$ cat config.mk
export PLATFORM = sky130hd
export DESIGN_NAME = pwsd_mac
export DESIGN_NICKNAME = d
export VERILOG_FILES = /design/src/rtl/core/pwsd_pkg.sv /design/src/rtl/core/pwsd_mac.sv
export SDC_FILE = /design/constraint.sdc
export NUM_CORES = 1
export LEC_CHECK = 0
export BUFFER_PORTS_ARGS = -buffer_cell sky130_fd_sc_hd__buf_2
export CAP_MARGIN = 25
export CORE_MARGIN = 4
export CORE_UTILIZATION = 50
export CTS_BUF_LIST = sky130_fd_sc_hd__clkbuf_4
export CTS_CLUSTER_DIAMETER = 150
export DETAILED_ROUTE_END_ITERATION = 10
export GPL_ROUTABILITY_DRIVEN = 0
export PLACE_DENSITY = 0.68
export SYNTH_ARGS = -nofsm -noshare
export SYNTH_HDL_FRONTEND = slang
export SYNTH_SLANG_ARGS = --single-unit
$ cat constraint.sdc
create_clock -name clk_i -period 11.7 [get_ports clk_i]
set_clock_uncertainty 0.15 [all_clocks]
set_input_delay 3.51 -clock clk_i [delete_from_list [all_inputs] [get_ports clk_i]]
set_output_delay 3.51 -clock clk_i [all_outputs]
set_load 0.03 [all_outputs]
$ cat src/rtl/core/pwsd_pkg.sv
// Package for the pairwise squared distance core: payload structs,
// field widths, transaction kind codes, register indexes and defaults.
// No dependencies.
package pwsd_pkg;

  // Field widths
  localparam int KIND_W      = 2;
  localparam int ROW_W       = 6;
  localparam int COORD_IDX_W = 4;
  localparam int COORD_W     = 16;
  localparam int DIST_W      = 37;

  // Configuration port
  localparam int CFG_IDX_W   = 2;
  localparam int CFG_DATA_W  = 7;
  localparam int ROWS_CFG_W  = 7;
  localparam int DIMS_CFG_W  = 5;

  // Default sizing handed to the top level
  localparam int DEF_MAX_ROWS_FIRST  = 64;
  localparam int DEF_MAX_ROWS_SECOND = 64;
  localparam int DEF_MAX_DIMS        = 16;

  // Register reset values
  localparam logic [ROWS_CFG_W-1:0] RST_ROWS_FIRST  = 7'd64;
  localparam logic [ROWS_CFG_W-1:0] RST_ROWS_SECOND = 7'd64;
  localparam logic [DIMS_CFG_W-1:0] RST_DIMENSIONS  = 5'd16;

  // Register indexes
  localparam logic [CFG_IDX_W-1:0] REG_ROWS_FIRST  = 2'd0;
  localparam logic [CFG_IDX_W-1:0] REG_ROWS_SECOND = 2'd1;
  localparam logic [CFG_IDX_W-1:0] REG_DIMENSIONS  = 2'd2;

  // Input transaction kinds
  localparam logic [KIND_W-1:0] KIND_LOAD_FIRST  = 2'd0;
  localparam logic [KIND_W-1:0] KIND_LOAD_SECOND = 2'd1;
  localparam logic [KIND_W-1:0] KIND_COMPUTE     = 2'd2;

  typedef struct packed {
    logic [KIND_W-1:0]         kind;
    logic [ROW_W-1:0]          row_index;
    logic [COORD_IDX_W-1:0]    coord_index;
    logic signed [COORD_W-1:0] coord_value;
  } in_item_t;

  typedef struct packed {
    logic [ROW_W-1:0]  first_row;
    logic [ROW_W-1:0]  second_row;
    logic [DIST_W-1:0] distance_sq;
    logic              last;
    logic              error;
  } out_item_t;

  // Control from the sequencer to the multiply-accumulate unit
  typedef struct packed {
    logic clear;  // zero the accumulator
    logic valid;  // operand pair present this cycle
  } mac_ctrl_t;

endpackage

$ cat src/rtl/core/pwsd_mac.sv
// Shared difference-square-accumulate unit: |a-b|, square, running sum.
// Depends on pwsd_pkg.
module pwsd_mac (
  input  logic                                 clk_i,
  input  logic                                 rst_ni,
  input  pwsd_pkg::mac_ctrl_t                  ctrl_i,
  input  logic signed [pwsd_pkg::COORD_W-1:0]  a_i,
  input  logic signed [pwsd_pkg::COORD_W-1:0]  b_i,
  output logic [pwsd_pkg::DIST_W-1:0]          acc_o,
  output logic                                 busy_o
);
  import pwsd_pkg::*;

  logic signed [COORD_W:0]  diff;
  logic [COORD_W:0]         diff_neg;
  logic [COORD_W-1:0]       absd_d, absd_q;
  logic [2*COORD_W-1:0]     sq_q;
  logic                     absd_vld_q, sq_vld_q;
  logic [DIST_W-1:0]        acc_q;

  // Stage 1: magnitude of the difference, fits COORD_W bits unsigned
  always_comb begin
    diff     = {a_i[COORD_W-1], a_i} - {b_i[COORD_W-1], b_i};
    diff_neg = ~diff + 1'b1;
    absd_d   = diff[COORD_W] ? diff_neg[COORD_W-1:0] : diff[COORD_W-1:0];
  end

  always_ff @(posedge clk_i or negedge rst_ni) begin
    if (!rst_ni) begin
      absd_vld_q <= 1'b0;
      sq_vld_q   <= 1'b0;
    end else begin
      absd_vld_q <= ctrl_i.valid;
      sq_vld_q   <= absd_vld_q;
    end
  end

  // Stage 2: square; stage 3: accumulate (wraps at DIST_W bits)
  always_ff @(posedge clk_i) begin
    absd_q <= absd_d;
    sq_q   <= absd_q * absd_q;
    if (ctrl_i.clear) begin
      acc_q <= '0;
    end else if (sq_vld_q) begin
      acc_q <= acc_q + DIST_W'(sq_q);
    end
  end

  assign acc_o  = acc_q;
  assign busy_o = absd_vld_q | sq_vld_q;

endmodule

==> impl_results.md <==
- Status: finished, final reports clean
- Synth top area share: between 20% and 30%
- Top FF cell, synth: dfxtp_1
- Netlist Area Pre-Place: about 12000 um^2
- Die area: 27600 um^2
- Chip height: 166 um
- Hpwl dp: around 23 mm
- Register area share after synthesis: 13.9%
- Worst endpoint required time: roughly 12 ns
- Top routing layer used: met4
- Critical path's slowest cell: dfxtp_1
- DR WL/cell: 14.8 um
- Post-cts resize count: 0
- Die Wd: ~170 um
- Crit path max fanout: 18
- Clock Pin Slew Worst Setup and Hold Paths: between 0.15 and 0.2 ns
- Area leader, netlist: fa_1
- CTS Hold Bufs: 0
- Nets: ~1900
- Met3 Wirelength: between 1 and 1.5 mm
- CP delay by family, top: adder cells
- DRT antenna net count: 0
- Synth warn: 0
- All-Layer GR Usage: between 10% and 20%
- Top post-synthesis cells by area: fa_1 (26%), ha_1 (15%), dfxtp_1 (13%)
- EDFF count, synth: 0
- Multi-input logic area: 9510 um^2
- Worst Setup End Kind: flop
- Post-Route M1 WL: 12.5 mm
- CP arrival: 7.06 ns
- Final min period: just under 7 ns
- Total Wirelength: between 20 and 30 mm
- F_max: 146 MHz
- Clock Path Buffers: 2
- Initial antenna violation count: 1
- WP buf/inv: 5
- Post-CTS setup buffers: 0
- Critical path's largest stage delay: about 0.87 ns
- Worst slew margin: just over 40%
- MaxCap Viol Count: 0
- Number of I/O port buffers: between 70 and 80
- DRC Markers: 0
- Via density: around 5.2
- Syn avg cell area: around 8.6 um^2
- Vias in the first global route: approximately 10000
- Synth Register Bits: 86
- Initial core utilization: about half
- Total of fill cells in the finished design: about 2300
- Top Ports: 74
- Ys async rst share: 2.33%
- Largest net degree at the start of global routing: 50
- CP Launch Type: flop
- CTS buffer count: 9
- Initial DRC Count: 518
- Met2 wire len: 12.9 mm
- Clock H-tree levels: 3
- Final Cycle Share: 58.4%
- Post-route setup TNS: 0 ns
- Ordered list of cells on the worst path: nand2_1 -> inv_1 -> fa_1 -> inv_1 -> fa_1 -> inv_1 -> fa_1 -> fa_1 -> fa_1 -> inv_1 -> fa_1 -> inv_1 -> ha_1 -> a21o_1 -> a21o_1 -> a21o_1 -> a21boi_1 -> a31oi_1 -> a21oi_1 -> or3b_2 -> o311ai_1
- Core box area: roughly 24000 um^2
- Final hold vios: 0
- Register area: ~1700 um^2
- Number of distinct library cells after synthesis: slightly above 60
- Share of layout cells above drive strength 1: 7.78%
- Worst-Skew Late Latency: approximately 0.5 ns
- GRT overflow: 0
- Vias post-DR: about 9700
- Sink Count: between 80 and 90
- Post-Synthesis Net Count: 1811
- Least-Margin Pin Slew: around 0.9 ns
- Unrepaired setup endpoints after global routing: no
- Hold Slack: about 0.24 ns
- Global-route wire length before repair: ~46 mm
- # setup viols final: 0
- Slew Viols, Final: 0
- Area growth from synthesis to layout: 6.64%
- Std cell rows: between 50 and 60
- Setup CP Type: flop to flop
- Crit path top cell by count: fa_1
- Root buf cell: clkbuf_4
- TritonRoute pass-1 iters: 5
- Cells after Synth: between 1000 and 1500
- TritonCTS clock tree: yes
- Worst hold path class: flop to flop
[cells in the mapped netlist, types with 3 or more instances]
cell type  number
buf_2           3
mux2i_1        16
a311oi_1        6
o21bai_1        7
a41oi_1         3
xor2_1         28
or2_2          12
nor2_1        104
nand3_1        23
xnor2_1        52
ha_1          152
nor4b_1         9
o31ai_1         7
nor3b_1         6
nand4_1         6
a21oi_1        68
a21o_1         36
nand2b_1       11
nor4_1          6
a211oi_1       12
nand2_1       120
o21ai_1         4
dfxtp_1        84
o21ai_0        44
or3_1           9
and2_1         36
o21a_1         10
inv_1         296
fa_1          163
a21boi_0        5
a31o_2          5
nor3_1         17
clkbuf_1       31
a31oi_1        11
nor2b_1        12
o2111ai_1       3
and3_1          9
[final timing paths]
check / to / startpoint / depth (start not counted) / slack [ns]
hold / removal: sq_vld_q / absd_vld_q / 0 / 0.24
min in group asynchronous: sq_vld_q / rst_ni / 1 / 2.62
setup reg to reg: sq_q[31] / absd_q[4] / 21 / 4.87
setup / recovery: sq_q[31] / absd_q[4] / 21 / 4.87
max in group asynchronous: absd_vld_q / rst_ni / 1 / 8.68
hold reg to reg: sq_vld_q / absd_vld_q / 0 / 0.24
[worst reg2reg max path, stage by stage (launching register included)]
cell and delay, ns:
dfxtp_1 0.87, nand2_1 0.22, inv_1 0.12, fa_1 0.42, inv_1 0.09, fa_1 0.40, inv_1 0.09, fa_1 0.43
fa_1 0.47, fa_1 0.54, inv_1 0.05, fa_1 0.52, inv_1 0.04, ha_1 0.37, a21o_1 0.21, a21o_1 0.17
a21o_1 0.18, a21boi_1 0.18, a31oi_1 0.17, a21oi_1 0.24, or3b_2 0.51, o311ai_1 0.26
[final cells by class]
type	count	area share (%)
Sequential cell	86	13.0
Inverter	296	8.35
Clock buffer	9	0.508
Tap cell	324	3.05
Timing Repair Buffer	75	2.86
Multi-Input combinational cell	1043	71.4
Antenna cell	2	0.0376
Clock inverter	7	0.790
[state kept, by name, indices dropped and copies added, names as in the netlist]
signal	cells
absd_q	16
absd_vld_q	1
acc_o	37
sq_q	31
sq_vld_q	1
[cells by family (layout without fill, tap and decap cells)]
| family | count (synthesis) | count (layout) | synth area share [%] |
|---|---|---|---|
| buffers and inverters | 331 | 387 | 9.98 |
| AO/OA/AOI/OAI | 244 | 244 | 12.9 |
| AND/OR/NAND/NOR | 386 | 386 | 14.8 |
| adder cells (fa/ha/maj) | 315 | 315 | 41.4 |
| flip-flops | 86 | 86 | 13.9 |
| other | 0 | 2 | 0 |
| XOR/XNOR | 80 | 80 | 5.61 |
| multiplexers | 18 | 18 | 1.46 |
[per-layer routing]
layer,up-vias,track usage [%]
met4,0,5.92
met2,233,33.3
met3,37,3.43
met1,4577,26.6
met5,-,0
li1,4821,-
[through the flow]
step	instance area, um^2	worst slack [ns]	std cells	utilization, %
after global routing	13300	4.49	1841	54.4
after CTS	13300	4.87	1840	54.4
after floorplan	12500	5.32	1460	-
final	13300	4.87	1842	54.4
after detailed placement	13100	4.92	1824	53.7
after global placement	13100	5.00	1823	53.7
[placed cells by master (no fill, tap or decap), types with 44 or more instances in the layout]
cell type	Yosys	final
o21ai_0	44	44
buf_2	3	73
dfxtp_1	84	84
xnor2_1	52	52
nor2_1	104	104
fa_1	163	163
nand2_1	120	120
ha_1	152	152
inv_1	296	296
a21oi_1	68	68
Power is left out: the tool's default activity adds up to more than one toggle a clock period on the data nets, which glitch-free logic cannot reach.
